<file path="config.mk">
export PLATFORM = sky130hd
export DESIGN_NAME = calendar_to_epoch_seconds_top
export DESIGN_NICKNAME = d
export VERILOG_FILES = /design/src/rtl/c2e_pkg.sv /design/src/rtl/calendar_to_epoch_seconds_top.sv
export SDC_FILE = /design/constraint.sdc
export NUM_CORES = 1
export LEC_CHECK = 0
export BUFFER_PORTS_ARGS = -buffer_cell sky130_fd_sc_hd__buf_2
export CAP_MARGIN = 20
export CORE_ASPECT_RATIO = 0.6
export CORE_MARGIN = 8
export CORE_UTILIZATION = 45
export CTS_CLUSTER_DIAMETER = 80
export DETAILED_ROUTE_END_ITERATION = 6
export PLACE_DENSITY_LB_ADDON = 0.08
export RECOVER_POWER = 50
export REMOVE_ABC_BUFFERS = 1
export SETUP_SLACK_MARGIN = 0.4
export SLEW_MARGIN = 5
export SYNTH_ARGS = -nofsm -noshare
export SYNTH_HDL_FRONTEND = slang
export SYNTH_SLANG_ARGS = --single-unit
</file>
<file path="constraint.sdc">
create_clock -name clk -period 23.5 [get_ports clk]
set_input_delay 3.525 -clock clk [delete_from_list [all_inputs] [get_ports clk]]
set_output_delay 3.525 -clock clk [all_outputs]
set_load 0.02 [all_outputs]
</file>
<file path="src/rtl/c2e_pkg.sv">
package c2e_pkg;

  localparam logic [11:0] EPOCH_YEAR         = 12'd1970;
  // leaps_through(1969) = 492 - 19 + 4
  localparam logic [19:0] LEAPS_BEFORE_EPOCH = 20'd477;
  localparam logic [19:0] DAYS_PER_YEAR      = 20'd365;
  localparam logic [16:0] SECS_PER_DAY       = 17'd86400;
  localparam logic [16:0] SECS_PER_HOUR      = 17'd3600;
  localparam logic [16:0] SECS_PER_MIN       = 17'd60;
  localparam logic [2:0]  EPOCH_WEEKDAY      = 3'd4;

  // floor(n/100) == (n * DIV100_MUL) >> DIV100_SHIFT for every 12-bit n
  localparam logic [24:0] DIV100_MUL         = 25'd5243;
  localparam int          DIV100_SHIFT       = 19;

  localparam logic [3:0]  MONTH_JAN          = 4'd1;
  localparam logic [3:0]  MONTH_FEB          = 4'd2;
  localparam logic [3:0]  MONTH_DEC          = 4'd12;

  typedef logic [19:0] day_cnt_t;
  typedef logic [36:0] sec_wide_t;

  function automatic logic [4:0] month_len(input logic [3:0] month, input logic leap);
    logic [4:0] len;
    case (month)
      4'd1:    len = 5'd31;
      4'd2:    len = leap ? 5'd29 : 5'd28;
      4'd3:    len = 5'd31;
      4'd4:    len = 5'd30;
      4'd5:    len = 5'd31;
      4'd6:    len = 5'd30;
      4'd7:    len = 5'd31;
      4'd8:    len = 5'd31;
      4'd9:    len = 5'd30;
      4'd10:   len = 5'd31;
      4'd11:   len = 5'd30;
      4'd12:   len = 5'd31;
      default: len = 5'd0;
    endcase
    return len;
  endfunction

  function automatic logic [8:0] days_before_month(input logic [3:0] month);
    logic [8:0] d;
    case (month)
      4'd1:    d = 9'd0;
      4'd2:    d = 9'd31;
      4'd3:    d = 9'd59;
      4'd4:    d = 9'd90;
      4'd5:    d = 9'd120;
      4'd6:    d = 9'd151;
      4'd7:    d = 9'd181;
      4'd8:    d = 9'd212;
      4'd9:    d = 9'd243;
      4'd10:   d = 9'd273;
      4'd11:   d = 9'd304;
      4'd12:   d = 9'd334;
      default: d = 9'd0;
    endcase
    return d;
  endfunction

endpackage

</file>
<file path="src/rtl/calendar_to_epoch_seconds_top.sv">
// Calendar date/time to seconds since 1970-01-01 00:00:00 (Gregorian).
// Input channel: in_valid/in_stall with year, month, day, hour, minute,
// second. Output channel: out_valid/out_stall with out_valid_res,
// out_epoch_seconds and out_weekday (Sunday = 0). Bad fields, years before
// 1970 and results above 32 bits give out_valid_res = 0 with zero epoch and
// weekday.
// Five register stages (s1, s2, s3, s4, output); a word accepted into s1
// moves through s2, s3 and s4 to the output register, where it waits to be
// taken. One word is accepted per cycle as long as the output is not held;
// the stage boundaries are set by the divide-by-100 multiply, the leap and
// day-of-year math, the day sum, the 20x17 seconds multiply and the final
// overflow/mod-7 step.
// Reset (rst_n low, synchronous) empties all stages; no output is pending.
// While out_valid is high and out_stall is high the whole pipe holds and
// in_stall is raised; the output word stays unchanged until taken.
module calendar_to_epoch_seconds_top (
  input  logic        clk,
  input  logic        rst_n,
  input  logic        in_valid,
  output logic        in_stall,
  input  logic [11:0] in_year,
  input  logic [3:0]  in_month,
  input  logic [4:0]  in_day,
  input  logic [4:0]  in_hour,
  input  logic [5:0]  in_minute,
  input  logic [5:0]  in_second,
  output logic        out_valid,
  input  logic        out_stall,
  output logic        out_valid_res,
  output logic [31:0] out_epoch_seconds,
  output logic [2:0]  out_weekday
);

  logic adv;

  // stage valid bits
  logic s1_vld_r, s2_vld_r, s3_vld_r, s4_vld_r, out_vld_r;

  // stage 1
  logic        s1_ok_r;
  logic [11:0] s1_year_r;
  logic [5:0]  s1_q100y_r, s1_q100m_r;
  logic [3:0]  s1_month_r;
  logic [4:0]  s1_day_r;
  logic [16:0] s1_hms_r;

  // stage 2
  logic                 s2_ok_r;
  c2e_pkg::day_cnt_t    s2_days_yr_r;
  logic [8:0]           s2_doy_r;
  logic [16:0]          s2_hms_r;

  // stage 3
  logic                 s3_ok_r;
  c2e_pkg::day_cnt_t    s3_days_r;
  logic [20:0]          s3_days4_r;
  logic [16:0]          s3_hms_r;

  // stage 4
  logic                 s4_ok_r;
  c2e_pkg::sec_wide_t   s4_secs_r;
  logic [5:0]           s4_wsum_r;

  // output
  logic        out_res_r;
  logic [31:0] out_secs_r;
  logic [2:0]  out_wday_r;

  // hold everything while the output word waits
  assign adv      = !out_vld_r || !out_stall;
  assign in_stall = !adv;

  always_ff @(posedge clk) begin
    if (!rst_n) begin
      s1_vld_r  <= 1'b0;
      s2_vld_r  <= 1'b0;
      s3_vld_r  <= 1'b0;
      s4_vld_r  <= 1'b0;
      out_vld_r <= 1'b0;
    end else if (adv) begin
      s1_vld_r  <= in_valid;
      s2_vld_r  <= s1_vld_r;
      s3_vld_r  <= s2_vld_r;
      s4_vld_r  <= s3_vld_r;
      out_vld_r <= s4_vld_r;
    end
  end

  // ---------------- stage 1: range checks, year/100, time of day
  logic        s1_ok_nxt;
  logic [11:0] ym1;
  logic [24:0] prod_y, prod_m;
  logic [16:0] hms_nxt;

  always_comb begin
    ym1       = in_year - 12'd1;
    prod_y    = 25'(in_year) * c2e_pkg::DIV100_MUL;
    prod_m    = 25'(ym1) * c2e_pkg::DIV100_MUL;
    s1_ok_nxt = (in_year >= c2e_pkg::EPOCH_YEAR) &&
                (in_month >= c2e_pkg::MONTH_JAN) && (in_month <= c2e_pkg::MONTH_DEC) &&
                (in_day != 5'd0) && (in_hour <= 5'd23) &&
                (in_minute <= 6'd59) && (in_second <= 6'd59);
    hms_nxt   = 17'(in_hour) * c2e_pkg::SECS_PER_HOUR +
                17'(in_minute) * c2e_pkg::SECS_PER_MIN + 17'(in_second);
  end

  always_ff @(posedge clk) begin
    if (adv) begin
      s1_ok_r    <= s1_ok_nxt;
      s1_year_r  <= in_year;
      s1_q100y_r <= prod_y[c2e_pkg::DIV100_SHIFT +: 6];
      s1_q100m_r <= prod_m[c2e_pkg::DIV100_SHIFT +: 6];
      s1_month_r <= in_month;
      s1_day_r   <= in_day;
      s1_hms_r   <= hms_nxt;
    end
  end

  // ---------------- stage 2: leap year, days before year, day of year
  logic [11:0]       s1_ym1;
  logic [11:0]       r100;
  logic              leap;
  logic [19:0]       leaps;
  c2e_pkg::day_cnt_t days_yr_nxt;
  logic [8:0]        doy_nxt;
  logic              day_ok;

  always_comb begin
    s1_ym1 = s1_year_r - 12'd1;
    r100   = s1_year_r - 12'(s1_q100y_r) * 12'd100;
    leap   = (s1_year_r[1:0] == 2'd0) && ((r100 != 12'd0) || (s1_q100y_r[1:0] == 2'd0));
    // leaps in 1970..year-1: n/4 - n/100 + n/400 with n = year-1, minus the epoch's count
    leaps  = 20'(s1_ym1[11:2]) - 20'(s1_q100m_r) + 20'(s1_q100m_r[5:2]) -
             c2e_pkg::LEAPS_BEFORE_EPOCH;
    days_yr_nxt = c2e_pkg::DAYS_PER_YEAR * 20'(s1_year_r - c2e_pkg::EPOCH_YEAR) + leaps;
    day_ok  = s1_day_r <= c2e_pkg::month_len(s1_month_r, leap);
    doy_nxt = c2e_pkg::days_before_month(s1_month_r) +
              9'((s1_month_r > c2e_pkg::MONTH_FEB) && leap) + 9'(s1_day_r) - 9'd1;
  end

  always_ff @(posedge clk) begin
    if (adv) begin
      s2_ok_r      <= s1_ok_r && day_ok;
      s2_days_yr_r <= days_yr_nxt;
      s2_doy_r     <= doy_nxt;
      s2_hms_r     <= s1_hms_r;
    end
  end

  // ---------------- stage 3: total days
  always_ff @(posedge clk) begin
    if (adv) begin
      s3_ok_r    <= s2_ok_r;
      s3_days_r  <= s2_days_yr_r + 20'(s2_doy_r);
      s3_days4_r <= 21'(s2_days_yr_r) + 21'(s2_doy_r) + 21'(c2e_pkg::EPOCH_WEEKDAY);
      s3_hms_r   <= s2_hms_r;
    end
  end

  // ---------------- stage 4: seconds, octal digit sum for mod 7
  c2e_pkg::sec_wide_t secs_nxt;
  logic [5:0]         wsum_nxt;

  always_comb begin
    secs_nxt = 37'(s3_days_r) * 37'(c2e_pkg::SECS_PER_DAY) + 37'(s3_hms_r);
    // 8 == 1 mod 7, so the octal digit sum keeps the residue
    wsum_nxt = 6'd0;
    for (int i = 0; i < 7; i++) begin
      wsum_nxt = wsum_nxt + 6'(s3_days4_r[3*i +: 3]);
    end
  end

  always_ff @(posedge clk) begin
    if (adv) begin
      s4_ok_r   <= s3_ok_r;
      s4_secs_r <= secs_nxt;
      s4_wsum_r <= wsum_nxt;
    end
  end

  // ---------------- stage 5: overflow check, final mod 7, zero when invalid
  logic       res_nxt;
  logic [3:0] w2;
  logic [2:0] wday_nxt;

  always_comb begin
    res_nxt  = s4_ok_r && (s4_secs_r[36:32] == 5'd0);
    w2       = 4'(s4_wsum_r[5:3]) + 4'(s4_wsum_r[2:0]);
    wday_nxt = (w2 >= 4'd7) ? 3'(w2 - 4'd7) : w2[2:0];
  end

  always_ff @(posedge clk) begin
    if (adv) begin
      out_res_r  <= res_nxt;
      out_secs_r <= res_nxt ? s4_secs_r[31:0] : 32'd0;
      out_wday_r <= res_nxt ? wday_nxt : 3'd0;
    end
  end

  assign out_valid         = out_vld_r;
  assign out_valid_res     = out_res_r;
  assign out_epoch_seconds = out_secs_r;
  assign out_weekday       = out_wday_r;

endmodule
</file>
==> out/results.tsv, run 1 <==
stage	metric	value	unit
layout	Fill cells	5488	
sta	RSZ-0062 raised after global routing	no	
cts	clk_lat worst skew	0.61	ns
sta	final hold vios	0	
sta	Slew Limit Fails	99	
yosys	EDFF count, synth	235	
yosys	top_reg_cell synth	edfxtp_1	
sta	Least-Margin Pin Slew	3.10	ns
sta	Peak Freq	97.6	MHz
yosys	top-area cell type share of the netlist area	26.6	%
yosys	synth warn	0	
routing	routed wl met2	22200	um
yosys	register area share after synthesis	27.7	%
routing	uppermost layer routed	met4	
cts	Longest Clk Path Bufs	3	
critical_path	Data required, critical path	23.84	ns
routing	residual DRC count	0	
cts	Post-CTS Resized	0	
yosys	FF+latch count, synth	249	
yosys	synth top area cells	edfxtp_1 27%, ha_1 24%, fa_1 18%	
routing	detailed-route via count	16600	
yosys	synth unique cells	78	
cts	clock slew at reported path FFs	0.07	ns
layout	commonest non-fill, non-tap cell in the layout	inv_1	
routing	Final ANT Viol Nets	0	
yosys	mapped cell area	26500	um2
layout	ant diodes	0	
routing	Avg WL per Cell	15.8	um
run_status	outcome	complete, but fails checks	
cts	TritonCTS buffer count	30	
cts	Root Buffer	clkbuf_16	
cts	CTS tree	yes	
cts	htree depth	1	
layout	commonest cells after routing, fill and taps aside	570 x inv_1, 505 x ha_1, 237 x fa_1, 235 x edfxtp_1, 139 x xnor2_1	
critical_path	CP endpoint kind	flop	
sta	Final setup viols	0	
floorplan	die area	67200	um2
global_routing	GRT overflow	0	
critical_path	startpoint types	primary input	
sta	Tmin final	10.24	ns
placement	Final Wtd Congestion	0.876	
global_routing	antenna violations before repair	0	
floorplan	Initial Utilization	45.1	%
worst_hold_path	Worst Hold Depth	0	
routing	Pre-antenna DRT Iters	5	
floorplan	Die Wd	329	um
cts	hold_buf cts	0	
cts	post-CTS repair timing setup buffer count	0	
critical_path	Crit Path Category	in2reg	
yosys	Avg Cell Area, Syn	10.7	um2
global_routing	first-pass GRT wire length	90000	um
sta	Setup TNS	0	ns
floorplan	core box area	58700	um2
cts	count of clock tree sinks	249	
yosys	Synth area leader	edfxtp_1	
layout	Area Growth Syn to Fin	8.68	%
sta	Slew HR	-107	%
global_routing	vias in the first global route	17400	
routing	Post-Route WL	53500	um
layout	multi-input combinational cell area	17000	um2
placement	IO buf count	79	
yosys	Synth Instances	2473	
floorplan	Rows	69	
layout	share of cells above drive strength 1	4.04	%
flow_run	MaxCap Viol Count	2	
critical_path	Worst EP arrival	10.59	ns
layout	final net count	3357	
run_status	failing checks	capacitance limit, slew limit	
global_routing	GRT Util Overall	16.4	%
sta	fin crit share	43.6	%
worst_hold_path	Hold Path Class	reg2reg	
routing	Met1 Wirelength	28400	um
routing	vias per cell	4.91	
sta	Final Skew	0.0185	ns
floorplan	I/O Pins	80	
floorplan	Vert. Die Dim	204	um
placement	HPWL Detailed	44800	um
critical_path	top fanout value on the critical path	13	
layout	register area	7340	um2
yosys	Async S/R FF share, synth	0	%
routing	Met3 Routed Length	1880	um
critical_path	Reg2Reg Depth	28	
routing	DRT iter0 DRCs	817	
global_routing	pin count of the biggest net entering global routing	82	
## metal layers
metal	vias to the layer above	track usage [%]
li1	8388	-
met1	7962	24.4
met3	52	2.69
met2	174	25.5
met5	-	0
met4	0	2.96
## cell usage after synthesis, types with 4 or more instances
library cell / instances
o31ai_1: 4
nor2b_1: 27
a21oi_1: 90
ha_1: 505
dfxtp_1: 14
fa_1: 237
a21o_1: 34
o21bai_1: 30
a31oi_1: 16
or4_1: 7
o21a_1: 15
or2_2: 7
o21ai_0: 44
o2111ai_1: 5
nor3_1: 32
o211ai_1: 9
o21ai_1: 11
a211oi_1: 10
or3_1: 5
nor3b_1: 4
nand3_1: 25
a21boi_0: 10
and2_1: 42
nor2_1: 76
inv_1: 570
and3_1: 10
xnor2_1: 139
nand4_1: 4
edfxtp_1: 235
nor4_1: 4
a2111oi_0: 4
o41ai_1: 4
mux2i_1: 9
xor2_1: 58
clkbuf_1: 15
nand2b_1: 21
nand2_1: 78
## flip-flops by register name, indices dropped and copies added (netlist names), 9 cells and up, named ones only
signal	flops
s2_days_yr_r	20
s2_doy_r	9
s3_days4_r	19
s1_hms_r	17
s3_days_r	20
s3_hms_r	17
out_epoch_seconds	32
s2_hms_r	17
s1_year_r	12
s4_secs_r	37
## per-stage QoR
stage               hold slack, ns  area (um2)  setup WS, ns  util, %  cells
detailed placement           0.405       27900         12.97     47.5   3321
finish                       0.417       28800         13.26     49.1   3378
floorplan                    0.400       26400          9.94        -   2456
CTS                          0.421       28900         13.61     49.2   3377
global route                 0.425       28800         12.68     49.1   3378
global placement             0.401       27900         13.13     47.5   3321
## kinds of logic (layout without fill, tap and decap cells)
kind of cell,Yosys count,in the layout,share of synthesized area (%)
buf+inv,588,712,8.34
fa+ha+maj,742,742,41.7
mux,11,11,0.425
xor+xnor,198,198,6.59
simple gates,361,361,7.06
flops,249,249,27.7
compound gates,324,324,8.16
## final cells by class
cell class              count  share of cell area, %
multi-input cells        1636                   58.9
well taps                 781                   3.39
clock inverters            24                  0.960
clock buffers              32                   2.63
inverters                 571                   7.44
flip-flops and latches    249                   25.5
repair buffers             85                   1.25
## final timing paths
check,start,end,slack [ns]
min,s2_hms_r[15],s3_hms_r[15],0.42
min reg2reg,s2_hms_r[15],s3_hms_r[15],0.42
max reg2reg,s1_year_r[1],s2_days_yr_r[18],15.32
max,in_year[1],s1_q100m_r[5],13.26
## critical path: stages
cell,delay (ns)
clkbuf_1,0.51
inv_1,0.23
ha_1,0.25
a21boi_0,0.27
nand2_1,0.14
nor3_1,0.25
nand2_1,0.13
a21boi_0,0.23
xnor2_1,0.30
inv_1,0.24
fa_1,0.61
inv_1,0.08
fa_1,0.53
inv_1,0.06
fa_1,0.43
fa_1,0.50
fa_1,0.49
ha_1,0.30
o21a_1,0.17
o21a_1,0.16
o21ai_0,0.18
nand2_1,0.07
o21ai_0,0.12
a211oi_1,0.13
a2111o_1,0.43
a21oi_1,0.19
xor2_1,0.08
Power of run 1 is not shown: default switching activity piles up to over one toggle a cycle in this logic, so the estimate is an artifact.
==> run 2: changes to the inputs <==
==> constraint.sdc (replaced) <==
create_clock -name clk -period 10.66 [get_ports clk]
set_input_delay 1.599 -clock clk [delete_from_list [all_inputs] [get_ports clk]]
set_output_delay 1.599 -clock clk [all_outputs]
set_load 0.02 [all_outputs]
==> run 2 against run 1 <==
The run still ends with capacitance limit, slew limit left. Worst hold slack better by 0.0010 ns. Largest cell class unchanged. Clock-buffer cell count unchanged. Global-route usage fell by 0.29 points. Critical path type unchanged. Sequential share of layout area hardly changed. Critical path depth did not move. Utilization is essentially flat. Critical endpoint unchanged. Clock skew down 0.0016 ns.
==> out/results.tsv, run 2 (same netlist as run 1, synthesis figures left out) <==
stage	metric	value	unit
sta	final hold vios	0	
floorplan	Die Wd	329	um
sta	Least-Margin Pin Slew	1.63	ns
run_status	outcome	complete, but fails checks	
sta	fin crit share	78.7	%
routing	detailed-route via count	16500	
global_routing	GRT overflow	0	
placement	HPWL Detailed	44300	um
floorplan	die area	67200	um2
floorplan	Rows	69	
global_routing	pin count of the biggest net entering global routing	139	
routing	DRT iter0 DRCs	844	
floorplan	Initial Utilization	45.1	%
layout	max reg flops	37	
critical_path	FF-to-FF End	s2_days_yr_r[19]	
cts	htree depth	1	
critical_path	crit-path max cell delay	0.59	ns
flow_run	MaxCap Viol Count	1	
cts	hold_buf cts	0	
routing	Final ANT Viol Nets	0	
sta	Setup TNS	0	ns
critical_path	Worst path slowest cell	fa_1	
critical_path	reg2reg setup slack	2.68	ns
cts	clock slew at reported path FFs	0.06	ns
placement	Final Wtd Congestion	0.848	
layout	final net count	3354	
worst_hold_path	Hold Path Class	reg2reg	
worst_hold_path	Worst Hold Depth	0	
placement	IO buf count	79	
critical_path	CP endpoint kind	flop	
critical_path	cell mode on critical path	fa_1	
cts	TritonCTS buffer count	29	
layout	commonest non-fill, non-tap cell in the layout	inv_1	
cts	Root Buffer	clkbuf_16	
sta	Slew HR	-8.99	%
critical_path	Worst EP arrival	8.73	ns
global_routing	antenna violations before repair	0	
cts	CTS tree	yes	
critical_path	top fanout value on the critical path	13	
critical_path	Crit Path Category	in2reg	
global_routing	vias in the first global route	17400	
layout	Area Growth Syn to Fin	8.65	%
critical_path	CP top delay family	adder cells	
floorplan	I/O Pins	80	
critical_path	Reg2Reg Depth	27	
cts	count of clock tree sinks	249	
sta	Final setup viols	0	
routing	Post-Route WL	52900	um
routing	vias per cell	4.89	
cts	Longest Clk Path Bufs	3	
critical_path	worst setup path start	in_year[1]	
critical_path	Setup crit end	s1_q100m_r[5]	
sta	Final Skew	0.0168	ns
layout	ant diodes	0	
run_status	failing checks	capacitance limit, slew limit	
sta	RSZ-0062 raised after global routing	no	
sta	Slew Limit Fails	32	
routing	Avg WL per Cell	15.7	um
floorplan	Vert. Die Dim	204	um
critical_path	Worst Path Buf+Inv	5	
layout	commonest cells after routing, fill and taps aside	570 x inv_1, 505 x ha_1, 237 x fa_1, 235 x edfxtp_1, 139 x xnor2_1	
layout	largest reg by FF count	s4_secs_r	
cts	clk_lat worst skew	0.60	ns
cts	post-CTS repair timing setup buffer count	0	
critical_path	Levels on crit path	27	
layout	share of cells above drive strength 1	5.25	%
global_routing	first-pass GRT wire length	88900	um
floorplan	core box area	58700	um2
routing	residual DRC count	0	
critical_path	startpoint types	primary input	
global_routing	GRT Util Overall	16.2	%
critical_path	Worst R2R Start	s1_year_r[1]	
routing	Pre-antenna DRT Iters	7	
cts	Post-CTS Resized	0	
sta	Peak Freq	119	MHz
critical_path	Data required, critical path	11.00	ns
sta	Tmin final	8.39	ns
[run 2: changes by cell type in the layout (fill, tap and decap cells not counted), moves of 2 or more]
cell        delta
and2_0         -3
and2_1         +3
buf_2         +35
clkbuf_1      -36
clkinv_2       -2
clkinvlp_4     +3
inv_6          -5
inv_8          +2
[run 2: worst min-delay path by stage]
stage                             from            to  slack [ns]
after CTS                      s3_ok_r       s4_ok_r        0.42
after floorplan            s1_hms_r[0]   s2_hms_r[0]        0.40
after global placement     s3_hms_r[2]  s4_secs_r[2]        0.40
after global routing       s3_hms_r[5]  s4_secs_r[5]        0.42
final                     s1_hms_r[12]  s2_hms_r[12]        0.42
after detailed placement  s1_hms_r[12]  s2_hms_r[12]        0.40
[run 2: area by class of cell]
class	instances	area [um2]
flip-flops and latches	249	7340
repair buffers	83	409
multi-input cells	1636	17000
clock buffers	32	737
fillers	5462	29900
inverters	571	2140
clock inverters	21	236
well taps	781	977
[run 2: through the flow]
step	setup WS [ns]	util (%)	area (um2)	std cells	hold slack, ns
2_1_floorplan	0.956	-	26400	2456	0.400
3_3_place_gp	2.26	47.5	27900	3319	0.401
3_5_place_dp	1.94	47.5	27900	3319	0.405
4_1_cts	2.56	49.1	28800	3372	0.417
5_1_grt	1.69	49.1	28800	3373	0.424
6_report	2.27	49.1	28800	3373	0.418
[run 2: per-layer routing]
metal	GRT usage (%)	wire length (um)	vias up
met5	0	0	-
met4	2.80	924	0
met3	2.48	1700	58
met2	25.0	22000	173
met1	24.1	28300	7894
li1	-	-	8367
Power of run 2 is left out for the same reason.
